--- src/ntpcal_pkg.sv ---
// Shared widths, types and calendar helpers for the NTP seconds to calendar block.
`timescale 1ns / 1ps

package ntpcal_pkg;

  localparam int unsigned SecondsW = 32;
  localparam int unsigned BiasW    = 11;
  localparam int unsigned SecW     = 6;
  localparam int unsigned HourW    = 5;
  localparam int unsigned YearW    = 8;
  localparam int unsigned YdayW    = 9;
  localparam int unsigned MonW     = 4;
  localparam int unsigned MdayW    = 5;
  localparam int unsigned WdayW    = 3;
  localparam int unsigned DayW     = 16;
  localparam int unsigned DivisorW = 6;

  localparam logic [DivisorW-1:0] SecPerMin  = 6'd60;
  localparam logic [DivisorW-1:0] MinPerHour = 6'd60;
  localparam logic [DivisorW-1:0] HourPerDay = 6'd24;
  localparam logic [DivisorW-1:0] DayPerWeek = 6'd7;

  // Truncated reciprocals 2^32 / d; the estimate they give is low by at most one.
  localparam logic [SecondsW-1:0] RecipSixty =
      SecondsW'((64'd1 << SecondsW) / 64'(SecPerMin));
  localparam logic [SecondsW-1:0] RecipHourPerDay =
      SecondsW'((64'd1 << SecondsW) / 64'(HourPerDay));
  localparam logic [SecondsW-1:0] RecipDayPerWeek =
      SecondsW'((64'd1 << SecondsW) / 64'(DayPerWeek));

  localparam logic [MonW-1:0]  LastMonth  = 4'd11;
  localparam logic [MonW-1:0]  February   = 4'd1;
  localparam logic [YearW-1:0] Year1900   = 8'd0;
  localparam logic [YearW-1:0] Year2100   = 8'd200;

  typedef struct packed {
    logic                start;
    logic [SecondsW-1:0] dividend;
    logic [DivisorW-1:0] divisor;
  } div_cmd_t;

  typedef struct packed {
    logic                done;
    logic [SecondsW-1:0] quotient;
    logic [DivisorW-1:0] remainder;
  } div_rsp_t;

  typedef struct packed {
    logic             done;
    logic [YearW-1:0] year;
    logic [YdayW-1:0] yday;
    logic [MonW-1:0]  mon;
    logic [MdayW-1:0] mday;
  } walk_rsp_t;

  // Years are counted from 1900; within 0..255 only 1900 and 2100 are
  // century years that are not leap years.
  function automatic logic is_leap(input logic [YearW-1:0] y);
    return (y[1:0] == 2'b00) && (y != Year1900) && (y != Year2100);
  endfunction

  function automatic logic [MdayW-1:0] month_len(input logic [MonW-1:0] m,
                                                 input logic leap);
    logic [MdayW-1:0] len;
    case (m)
      4'd0:     len = 5'd31;
      February: len = leap ? 5'd29 : 5'd28;
      4'd2:     len = 5'd31;
      4'd3:     len = 5'd30;
      4'd4:     len = 5'd31;
      4'd5:     len = 5'd30;
      4'd6:     len = 5'd31;
      4'd7:     len = 5'd31;
      4'd8:     len = 5'd30;
      4'd9:     len = 5'd31;
      4'd10:    len = 5'd30;
      4'd11:    len = 5'd31;
      default:  len = 5'd31;
    endcase
    return len;
  endfunction

endpackage

--- src/ntpcal_if.sv ---
// Valid/ready channel interfaces for the timestamp input and the date output.
`timescale 1ns / 1ps

interface ntpcal_in_if import ntpcal_pkg::*; ();
  logic                valid;
  logic                ready;
  logic [SecondsW-1:0] ntp_seconds;

  modport source (output valid, output ntp_seconds, input ready);
  modport sink   (input valid, input ntp_seconds, output ready);
endinterface

interface ntpcal_out_if import ntpcal_pkg::*; ();
  logic             valid;
  logic             ready;
  logic [SecW-1:0]  second;
  logic [SecW-1:0]  minute;
  logic [HourW-1:0] hour;
  logic [YearW-1:0] year_since_1900;
  logic [YdayW-1:0] day_of_year;
  logic [MonW-1:0]  month;
  logic [MdayW-1:0] day_of_month;
  logic [WdayW-1:0] weekday;

  modport source (output valid, output second, output minute, output hour,
                  output year_since_1900, output day_of_year, output month,
                  output day_of_month, output weekday, input ready);
  modport sink   (input valid, input second, input minute, input hour,
                  input year_since_1900, input day_of_year, input month,
                  input day_of_month, input weekday, output ready);
endinterface

--- src/ntpcal_div.sv ---
// Divider of a 32-bit value by a small constant through a shared reciprocal multiplier.
`timescale 1ns / 1ps

module ntpcal_div import ntpcal_pkg::*; (
  input  logic     clk_i,
  input  logic     rst_ni,
  input  div_cmd_t cmd_i,
  output div_rsp_t rsp_o
);

  typedef enum logic [1:0] {
    D_IDLE,
    D_MUL,
    D_REM,
    D_FIX
  } div_state_e;

  div_state_e                   state_q;
  logic [SecondsW-1:0]          dividend_q;
  logic [DivisorW-1:0]          divisor_q;
  logic [SecondsW-1:0]          recip_q;
  logic [2*SecondsW-1:0]        prod_q;
  logic [SecondsW-1:0]          quot_q;
  logic [DivisorW:0]            rem_q;
  logic                         done_q;
  logic [SecondsW-1:0]          recip;
  logic [SecondsW-1:0]          quot_est;
  logic [SecondsW+DivisorW-1:0] back_prod;
  logic [SecondsW-1:0]          rem_full;
  logic                         over;

  always_comb begin
    case (cmd_i.divisor)
      HourPerDay: recip = RecipHourPerDay;
      DayPerWeek: recip = RecipDayPerWeek;
      // Seconds per minute and minutes per hour are both sixty.
      default:    recip = RecipSixty;
    endcase
    quot_est  = prod_q[2*SecondsW-1:SecondsW];
    back_prod = quot_est * divisor_q;
    rem_full  = dividend_q - back_prod[SecondsW-1:0];
    over      = rem_q >= {1'b0, divisor_q};
  end

  // The estimate is the true quotient or one below it, so one correction step ends it.
  always_ff @(posedge clk_i or negedge rst_ni) begin
    if (!rst_ni) begin
      state_q    <= D_IDLE;
      dividend_q <= '0;
      divisor_q  <= '0;
      recip_q    <= '0;
      prod_q     <= '0;
      quot_q     <= '0;
      rem_q      <= '0;
      done_q     <= 1'b0;
    end else begin
      case (state_q)
        D_IDLE: begin
          done_q <= 1'b0;
          if (cmd_i.start) begin
            dividend_q <= cmd_i.dividend;
            divisor_q  <= cmd_i.divisor;
            recip_q    <= recip;
            state_q    <= D_MUL;
          end
        end
        D_MUL: begin
          prod_q  <= dividend_q * recip_q;
          state_q <= D_REM;
        end
        D_REM: begin
          quot_q  <= quot_est;
          rem_q   <= rem_full[DivisorW:0];
          state_q <= D_FIX;
        end
        D_FIX: begin
          if (over) begin
            quot_q <= quot_q + 1'b1;
            rem_q  <= rem_q - {1'b0, divisor_q};
          end
          done_q  <= 1'b1;
          state_q <= D_IDLE;
        end
        default: state_q <= D_IDLE;
      endcase
    end
  end

  assign rsp_o.done      = done_q;
  assign rsp_o.quotient  = quot_q;
  assign rsp_o.remainder = rem_q[DivisorW-1:0];

endmodule

--- src/ntpcal_walk.sv ---
// Walks a day count over years and then months to give the Gregorian date.
`timescale 1ns / 1ps

module ntpcal_walk import ntpcal_pkg::*; (
  input  logic            clk_i,
  input  logic            rst_ni,
  input  logic            start_i,
  input  logic [DayW-1:0] days_i,
  output walk_rsp_t       rsp_o
);

  typedef enum logic [1:0] {
    W_IDLE,
    W_YEAR,
    W_MON
  } walk_state_e;

  walk_state_e      state_q;
  logic [DayW-1:0]  rem_q;
  logic [YearW-1:0] year_q;
  logic [YdayW-1:0] yday_q;
  logic [MonW-1:0]  mon_q;
  logic             done_q;
  logic             leap;
  logic [YdayW-1:0] ylen;
  logic [MdayW-1:0] mlen;

  always_comb begin
    leap = is_leap(year_q);
    ylen = leap ? 9'd366 : 9'd365;
    mlen = month_len(mon_q, leap);
  end

  always_ff @(posedge clk_i or negedge rst_ni) begin
    if (!rst_ni) begin
      state_q <= W_IDLE;
      done_q  <= 1'b0;
      rem_q   <= '0;
      year_q  <= '0;
      yday_q  <= '0;
      mon_q   <= '0;
    end else begin
      done_q <= 1'b0;
      case (state_q)
        W_IDLE: begin
          if (start_i) begin
            rem_q   <= days_i;
            year_q  <= '0;
            mon_q   <= '0;
            state_q <= W_YEAR;
          end
        end
        W_YEAR: begin
          if (rem_q < DayW'(ylen)) begin
            // The remainder is now the day of the year.
            yday_q  <= rem_q[YdayW-1:0];
            state_q <= W_MON;
          end else begin
            rem_q  <= rem_q - DayW'(ylen);
            year_q <= year_q + 1'b1;
          end
        end
        W_MON: begin
          if (mon_q == LastMonth || rem_q < DayW'(mlen)) begin
            done_q  <= 1'b1;
            state_q <= W_IDLE;
          end else begin
            rem_q <= rem_q - DayW'(mlen);
            mon_q <= mon_q + 1'b1;
          end
        end
        default: state_q <= W_IDLE;
      endcase
    end
  end

  assign rsp_o.done = done_q;
  assign rsp_o.year = year_q;
  assign rsp_o.yday = yday_q;
  assign rsp_o.mon  = mon_q;
  assign rsp_o.mday = rem_q[MdayW-1:0] + 1'b1;

endmodule

--- src/ntp_seconds_to_calendar.sv ---
// Converts NTP era-0 seconds to local Gregorian calendar fields.
//
// Input channel in_i carries one 32-bit seconds count per beat; output
// channel out_o returns one beat per input with second, minute, hour, year
// since 1900, day of year, month, day of month and weekday (Sunday is 0).
// The time-zone bias in minutes is written through cfg_we_i / cfg_wdata_i and
// is subtracted, times 60, with 32-bit wraparound before the conversion.
// One beat is worked on at a time: in_i.ready is high only while the
// sequencer is idle. After acceptance it makes four passes of the shared
// reciprocal divider (by 60, 60, 24 and 7), then runs the year walk one
// year at a time and the month walk one month at a time. The next beat
// can be accepted in the cycle after the result is loaded.
// The result sits in an output register, so a new beat is accepted while the
// previous result still waits; if the receiver stalls until the next result
// is ready, the sequencer holds until the register frees up.
// Reset clears the bias to zero and empties the pipeline.
`timescale 1ns / 1ps

module ntp_seconds_to_calendar import ntpcal_pkg::*; (
  input  logic             clk_i,
  input  logic             rst_ni,
  input  logic             cfg_we_i,
  input  logic [BiasW-1:0] cfg_wdata_i,
  ntpcal_in_if.sink        in_i,
  ntpcal_out_if.source     out_o
);

  typedef enum logic [2:0] {
    S_IDLE,
    S_SEC,
    S_MIN,
    S_HOUR,
    S_WDAY,
    S_WALK,
    S_HOLD
  } seq_state_e;

  seq_state_e          state_q;
  logic [BiasW-1:0]    bias_q;
  logic [SecondsW-1:0] bias_ext;
  logic [SecondsW-1:0] bias_sec;
  logic [SecondsW-1:0] local_sec;
  logic [SecW-1:0]     sec_q;
  logic [SecW-1:0]     min_q;
  logic [HourW-1:0]    hour_q;
  logic [WdayW-1:0]    wday_q;
  logic [DayW-1:0]     days_q;
  logic                walk_start_q;
  div_cmd_t            div_cmd_q;
  div_rsp_t            div_rsp;
  walk_rsp_t           walk_rsp;
  logic                out_valid_q;
  logic                out_free;
  logic                out_load;
  logic                accept;

  // Bias times 60 as (b << 6) - (b << 2), sign-extended to the full width.
  always_comb begin
    bias_ext  = {{(SecondsW-BiasW){bias_q[BiasW-1]}}, bias_q};
    bias_sec  = (bias_ext << 6) - (bias_ext << 2);
    local_sec = in_i.ntp_seconds - bias_sec;
  end

  assign in_i.ready = (state_q == S_IDLE);
  assign accept     = in_i.valid && in_i.ready;
  assign out_free   = !out_valid_q || out_o.ready;
  assign out_load   = (state_q == S_HOLD || (state_q == S_WALK && walk_rsp.done)) &&
                      out_free;

  ntpcal_div u_div (
    .clk_i  (clk_i),
    .rst_ni (rst_ni),
    .cmd_i  (div_cmd_q),
    .rsp_o  (div_rsp)
  );

  ntpcal_walk u_walk (
    .clk_i   (clk_i),
    .rst_ni  (rst_ni),
    .start_i (walk_start_q),
    .days_i  (days_q),
    .rsp_o   (walk_rsp)
  );

  always_ff @(posedge clk_i or negedge rst_ni) begin
    if (!rst_ni) begin
      bias_q <= '0;
    end else if (cfg_we_i) begin
      bias_q <= cfg_wdata_i;
    end
  end

  always_ff @(posedge clk_i or negedge rst_ni) begin
    if (!rst_ni) begin
      state_q               <= S_IDLE;
      div_cmd_q             <= '0;
      walk_start_q          <= 1'b0;
      out_valid_q           <= 1'b0;
      sec_q                 <= '0;
      min_q                 <= '0;
      hour_q                <= '0;
      wday_q                <= '0;
      days_q                <= '0;
      out_o.second          <= '0;
      out_o.minute          <= '0;
      out_o.hour            <= '0;
      out_o.year_since_1900 <= '0;
      out_o.day_of_year     <= '0;
      out_o.month           <= '0;
      out_o.day_of_month    <= '0;
      out_o.weekday         <= '0;
    end else begin
      if (out_load) begin
        out_valid_q <= 1'b1;
      end else if (out_o.ready) begin
        out_valid_q <= 1'b0;
      end
      case (state_q)
        S_IDLE: begin
          if (accept) begin
            div_cmd_q <= '{start: 1'b1, dividend: local_sec, divisor: SecPerMin};
            state_q   <= S_SEC;
          end else begin
            div_cmd_q.start <= 1'b0;
          end
        end
        S_SEC: begin
          if (div_rsp.done) begin
            sec_q     <= div_rsp.remainder;
            div_cmd_q <= '{start: 1'b1, dividend: div_rsp.quotient,
                           divisor: MinPerHour};
            state_q   <= S_MIN;
          end else begin
            div_cmd_q.start <= 1'b0;
          end
        end
        S_MIN: begin
          if (div_rsp.done) begin
            min_q     <= div_rsp.remainder;
            div_cmd_q <= '{start: 1'b1, dividend: div_rsp.quotient,
                           divisor: HourPerDay};
            state_q   <= S_HOUR;
          end else begin
            div_cmd_q.start <= 1'b0;
          end
        end
        S_HOUR: begin
          if (div_rsp.done) begin
            hour_q    <= div_rsp.remainder[HourW-1:0];
            days_q    <= div_rsp.quotient[DayW-1:0];
            // 1900-01-01 was a Monday, so the weekday is (days + 1) mod 7.
            div_cmd_q <= '{start: 1'b1,
                           dividend: div_rsp.quotient + 1'b1,
                           divisor: DayPerWeek};
            state_q   <= S_WDAY;
          end else begin
            div_cmd_q.start <= 1'b0;
          end
        end
        S_WDAY: begin
          if (div_rsp.done) begin
            wday_q       <= div_rsp.remainder[WdayW-1:0];
            walk_start_q <= 1'b1;
            state_q      <= S_WALK;
          end else begin
            div_cmd_q.start <= 1'b0;
          end
        end
        S_WALK, S_HOLD: begin
          walk_start_q <= 1'b0;
          if (out_load) begin
            out_o.second          <= sec_q;
            out_o.minute          <= min_q;
            out_o.hour            <= hour_q;
            out_o.year_since_1900 <= walk_rsp.year;
            out_o.day_of_year     <= walk_rsp.yday;
            out_o.month           <= walk_rsp.mon;
            out_o.day_of_month    <= walk_rsp.mday;
            out_o.weekday         <= wday_q;
            state_q               <= S_IDLE;
          end else if (walk_rsp.done) begin
            state_q <= S_HOLD;
          end
        end
        default: state_q <= S_IDLE;
      endcase
    end
  end

  assign out_o.valid = out_valid_q;

endmodule
--- src/flat_wrapper.sv ---
// flat-port wrapper written by rule: the top's interface ports become plain ports
module ntp_seconds_to_calendar_flat import ntpcal_pkg::*;
  (clk_i, rst_ni, cfg_we_i, cfg_wdata_i, in_i_valid, in_i_ntp_seconds, in_i_ready, out_o_valid, out_o_second, out_o_minute, out_o_hour, out_o_year_since_1900, out_o_day_of_year, out_o_month, out_o_day_of_month, out_o_weekday, out_o_ready);
  ntpcal_in_if in_i_i ();
  ntpcal_out_if out_o_i ();
  input  logic clk_i;
  input  logic rst_ni;
  input  logic cfg_we_i;
  input  logic [BiasW-1:0] cfg_wdata_i;
  input wire logic [$bits(in_i_i.valid)-1:0] in_i_valid;
  input wire logic [$bits(in_i_i.ntp_seconds)-1:0] in_i_ntp_seconds;
  output wire logic [$bits(in_i_i.ready)-1:0] in_i_ready;
  output wire logic [$bits(out_o_i.valid)-1:0] out_o_valid;
  output wire logic [$bits(out_o_i.second)-1:0] out_o_second;
  output wire logic [$bits(out_o_i.minute)-1:0] out_o_minute;
  output wire logic [$bits(out_o_i.hour)-1:0] out_o_hour;
  output wire logic [$bits(out_o_i.year_since_1900)-1:0] out_o_year_since_1900;
  output wire logic [$bits(out_o_i.day_of_year)-1:0] out_o_day_of_year;
  output wire logic [$bits(out_o_i.month)-1:0] out_o_month;
  output wire logic [$bits(out_o_i.day_of_month)-1:0] out_o_day_of_month;
  output wire logic [$bits(out_o_i.weekday)-1:0] out_o_weekday;
  input wire logic [$bits(out_o_i.ready)-1:0] out_o_ready;
  assign in_i_i.valid = in_i_valid;
  assign in_i_i.ntp_seconds = in_i_ntp_seconds;
  assign in_i_ready = in_i_i.ready;
  assign out_o_valid = out_o_i.valid;
  assign out_o_second = out_o_i.second;
  assign out_o_minute = out_o_i.minute;
  assign out_o_hour = out_o_i.hour;
  assign out_o_year_since_1900 = out_o_i.year_since_1900;
  assign out_o_day_of_year = out_o_i.day_of_year;
  assign out_o_month = out_o_i.month;
  assign out_o_day_of_month = out_o_i.day_of_month;
  assign out_o_weekday = out_o_i.weekday;
  assign out_o_i.ready = out_o_ready;
  ntp_seconds_to_calendar u_core (.clk_i(clk_i), .rst_ni(rst_ni), .cfg_we_i(cfg_we_i), .cfg_wdata_i(cfg_wdata_i), .in_i(in_i_i), .out_o(out_o_i));
endmodule
--- config.mk ---
export PLATFORM = sky130hd
export DESIGN_NAME = ntp_seconds_to_calendar_flat
export DESIGN_NICKNAME = d
export VERILOG_FILES = /design/src/ntpcal_pkg.sv /design/src/ntpcal_if.sv /design/src/ntpcal_div.sv /design/src/ntpcal_walk.sv /design/src/ntp_seconds_to_calendar.sv /design/src/flat_wrapper.sv
export SDC_FILE = /design/constraint.sdc
export NUM_CORES = 2
export LEC_CHECK = 0
export BUFFER_PORTS_ARGS = -buffer_cell sky130_fd_sc_hd__buf_2
export CORE_MARGIN = 5
export CORE_UTILIZATION = 30
export DETAILED_ROUTE_END_ITERATION = 8
export SLEW_MARGIN = 20
export SYNTH_ARGS = -nofsm -noshare
export SYNTH_HDL_FRONTEND = slang
export SYNTH_HIERARCHICAL = 1
export SYNTH_SLANG_ARGS = --single-unit
--- constraint.sdc ---
create_clock -name clk_i -period 10.5 [get_ports clk_i]
set_clock_uncertainty 0.15 [all_clocks]
set_input_delay 0.525 -clock clk_i [delete_from_list [all_inputs] [get_ports clk_i]]
set_output_delay 0.525 -clock clk_i [all_outputs]
set_load 0.02 [all_outputs]
==> metrics.log <==
INFO  metric min_period = just under 9000 ps
INFO  metric final.setup.worst_slack = about 1600 ps
INFO  metric worst_setup_path_startpoint = u_core/u_div/recip_q[27]
INFO  metric synth_seq_cells = roughly 290
INFO  metric post_route_design_area = 43860 sq um
INFO  metric netlist_top_cells_area = sky130_fd_sc_hd__fa_1 (29%), sky130_fd_sc_hd__dfrtp_1 (18%), sky130_fd_sc_hd__ha_1 (14%), sky130_fd_sc_hd__inv_1 (8.9%), sky130_fd_sc_hd__nand2_1 (4.2%)
INFO  metric sequentialPowerShare = between 30% and 40%
INFO  metric die-area = about 140000 sq um
INFO  metric internal-power = 2.105 mW
INFO  metric clock.fmax = 0.1127 GHz
INFO  metric finalCoreUtilization = about a third
INFO  metric starting_utilization_of_the_core_area = between 30 and 40%
INFO  metric hold_path_startpoint = cfg_wdata_i[10]
INFO  metric ys_async_sr_fraction = 100.0%
INFO  metric share_of_the_cycle_needed_by_the_critical_path_after_routing = between 80% and 90%
INFO  metric cts_buf_count = 34
INFO  metric tightest_slew = between 1000 and 1500 ps
INFO  metric number_of_diodes_added_for_antenna_fixing = 0
INFO  metric grtUsageTotal = ~17%
INFO  metric maximum_number_of_pins_on_one_net_before_global_route_repair = ~180
INFO  metric share_comb_of_total_power = roughly 18%
INFO  metric antenna_found_initial = 0
INFO  metric buffer_cell_driving_the_clock_tree_root = sky130_fd_sc_hd__clkbuf_16
INFO  metric path_class = reg2reg
INFO  metric crit_path_max_fanout = 22
INFO  metric power.share.switching = 28.03%
INFO  metric vdd.ir_drop.worst = 114.1 uV
INFO  metric dpl_worst_slack = approximately 1700 ps
INFO  metric dominantRegCellSynth = sky130_fd_sc_hd__dfrtp_1
INFO  metric synth.largest_area_cell = sky130_fd_sc_hd__fa_1
INFO  metric critPathArrivalTime = slightly above 9000 ps
INFO  metric maximum_clock_path_buffer_count = 3
INFO  metric total_power = about 2.9 mW
INFO  metric design.core.area = ~130000 sq um
INFO  metric switching_power = approximately 0.82 mW
INFO  metric drtPass1Iterations = 6
INFO  metric layout.cells.non_filler = between 6000 and 7000
INFO  metric maxCapViolations = 0
INFO  metric grt_pass1_wl = 186100 um
INFO  metric post-place-cells = ~6100
INFO  metric clkSinkCount = between 200 and 300
INFO  metric post_synthesis_cell_area = between 40000 and 50000 sq um
INFO  metric worst_slew_margin_rel = between 20% and 30%
INFO  metric first_global_vias = just over 30000
INFO  metric class_of_the_worst_hold_path = in2reg
INFO  metric final.hold.worst_slack = about 50 ps
INFO  metric vias = ~30000
INFO  metric cts_repair_resize_count = 0
INFO  metric port-buffer-count = 95
INFO  metric vias_per_cell = 4.889
INFO  metric routed_wirelength = around 120000 um
INFO  metric cp_data_required_time = roughly 11000 ps
INFO  metric chipHeight = 376.9 um
INFO  metric setup_tns = 0 ps
INFO  metric ant_nets = 0
INFO  metric cp-end-kind = flop
INFO  metric synthCells = roughly 4400
INFO  metric drt_drc_violations_left = 0
INFO  metric critical_path.startpoint_type = flop
INFO  metric nets = 5447
INFO  metric synth.top_cell.area_share = between 20% and 30%
INFO  metric synth.most_common_cell = sky130_fd_sc_hd__inv_1
INFO  metric place.detailed.hpwl = between 100000 and 150000 um
INFO  metric drive_gt1_share = 7.270%
INFO  metric place_congestion = between 0.9 and 1
INFO  metric area_growth_syn_to_layout = 8.627%
INFO  metric dieWidth = between 300 and 400 um
INFO  metric post_dp_cell_area = around 43000 sq um
INFO  metric p_leak = 23.38 nW
INFO  metric worst_r2r_startpoint = u_core/u_div/recip_q[27]
INFO  metric clk_pin_slew_worst_paths = around 60 ps
INFO  metric setup_viol = 0
INFO  metric cts_tree = built
INFO  metric postCtsSetupBuffers = 0
INFO  metric pwr-share-clk = between 40% and 50%
INFO  metric netlist-cell-type-count = between 100 and 150
INFO  metric design.portCount = 96
INFO  metric synth.cells.most_frequent = sky130_fd_sc_hd__inv_1 (960), sky130_fd_sc_hd__fa_1 (586), sky130_fd_sc_hd__nand2_1 (450), sky130_fd_sc_hd__ha_1 (448), sky130_fd_sc_hd__dfrtp_1 (292)
INFO  metric mappedNetlistNets = ~5400
INFO  metric wl_per_cell = ~19 um
INFO  metric power_density_over_cell_area = about 67 nW/um^2
INFO  metric clock_latency = roughly 540 ps
INFO  metric cts-htree-levels = 2
INFO  metric cell_row_count = about 130
INFO  metric synth_area_per_cell = 9.267 sq um
INFO  metric slew_viol_final = 0
INFO  metric report.final.hold_viol_count = 0
INFO  metric seq_area_frac_synth = a little under a fifth
INFO  metric run_status = finished, final reports clean
INFO  metric setup_repair_after_global_routing_missed_its_margin = false
INFO  metric number_of_enable_flip_flop_cells_after_synthesis = 0
INFO  metric grt_overflow = 0
INFO  metric drt_first_iter_violations = 2361
INFO  metric yosysWarningCount = 6
==> registers in the layout (all words and copies together) (netlist names), 9 cells and up <==
name                      count
u_core/u_div/prod_q          32
u_core/u_walk/rem_q          16
u_core/u_div/dividend_q      32
u_core/out_o.day_of_year      9
u_core/bias_q                11
u_core/div_cmd_q             37
u_core/u_walk/yday_q          9
u_core/days_q                16
u_core/u_div/quot_q          32
==> timing repair <==
| item | 4_1_cts | 5_1_grt |
|---|---|---|
| endpoints found under the setup margin | 0 | 0 |
| hold buffers | 1 | 0 |
| hold endpoints to repair | 116 | 0 |
==> final cells by class <==
class / instances / area, sq um
timing repair buffer: 117 / 685.7
sequential: 292 / 7308
fill: 13680 / 89760
clock buffer: 43 / 934.6
inverter: 964 / 3618
tap: 1768 / 2212
multi-input combinational: 2956 / 28840
clock inverter: 16 / 262.8
==> cells by family after synthesis <==
kind of cell | synth area share (%)
xor+xnor | 2.532
mux | 2.786
buf+inv | 10.56
fa+ha+maj | 42.94
simple gates | 12.07
flops | 18.10
compound gates | 11.02
==> power groups by stage <==
stage / sequential, mW / combinational, mW / clock, mW
CTS: 1.13 / 0.509 / 1.31
floorplan: 1.15 / 0.349 / 0
finish: 1.13 / 0.514 / 1.28
global placement: 1.15 / 0.503 / 0
detailed placement: 1.15 / 0.505 / 0
global route: 1.13 / 0.565 / 1.36
==> cells in the final DEF, fill, tap and decap left out, types with 94 or more instances in the layout <==
master                    Yosys  routed
sky130_fd_sc_hd__dfrtp_1    292     291
sky130_fd_sc_hd__and2_1     118     117
sky130_fd_sc_hd__ha_1       448     447
sky130_fd_sc_hd__fa_1       586     586
sky130_fd_sc_hd__inv_1      960     960
sky130_fd_sc_hd__o21ai_0    187     187
sky130_fd_sc_hd__nor2_1     139     137
sky130_fd_sc_hd__a21oi_1    186     186
sky130_fd_sc_hd__nand2_1    450     450
sky130_fd_sc_hd__buf_2        8      94
==> worst max-delay path, cell delays in order, from the launching register on <==
cell and delay (ps):
sky130_fd_sc_hd__dfrtp_1 960, sky130_fd_sc_hd__nand2_1 430, sky130_fd_sc_hd__inv_1 280, sky130_fd_sc_hd__xnor2_1 90, sky130_fd_sc_hd__ha_1 190, sky130_fd_sc_hd__a31oi_1 290
sky130_fd_sc_hd__inv_1 110, sky130_fd_sc_hd__fa_1 460, sky130_fd_sc_hd__fa_1 540, sky130_fd_sc_hd__inv_1 50, sky130_fd_sc_hd__fa_1 470, sky130_fd_sc_hd__inv_1 60
sky130_fd_sc_hd__fa_1 520, sky130_fd_sc_hd__fa_1 480, sky130_fd_sc_hd__fa_1 550, sky130_fd_sc_hd__inv_1 60, sky130_fd_sc_hd__fa_1 480, sky130_fd_sc_hd__inv_1 50
sky130_fd_sc_hd__ha_1 280, sky130_fd_sc_hd__nand4_1 180, sky130_fd_sc_hd__nor2_1 220, sky130_fd_sc_hd__nand4b_1 130, sky130_fd_sc_hd__a31oi_1 470, sky130_fd_sc_hd__o211ai_2 270
sky130_fd_sc_hd__a21bo_2 300, sky130_fd_sc_hd__a2111oi_2 380, sky130_fd_sc_hd__o21ai_0 130, sky130_fd_sc_hd__o311ai_0 110
==> worst paths after layout <==
check | end | slack [ps] | cells past startpoint
hold reg to reg | u_core/out_o.minute[2] | 310 | 2
setup reg to reg | u_core/u_div/prod_q[59] | 1630 | 27
min in group asynchronous | u_core/out_o.weekday[0] | 460 | 2
setup / recovery | u_core/u_div/prod_q[59] | 1630 | 27
hold / removal | u_core/bias_q[10] | 50 | 3
max in group asynchronous | u_core/u_div/recip_q[23] | 8250 | 4
==> per-layer routing <==
metal  track usage, %  vias to the layer above  share of wire [%]
met5                0                        -                  0
met4            3.855                        0                2.5
met3            1.635                      121                4.4
met2            28.31                      795                 48
met1            23.21                    15180                 45
li1                 -                    14000                  -
No activity file was read; power rests on OpenSTA's default activity.
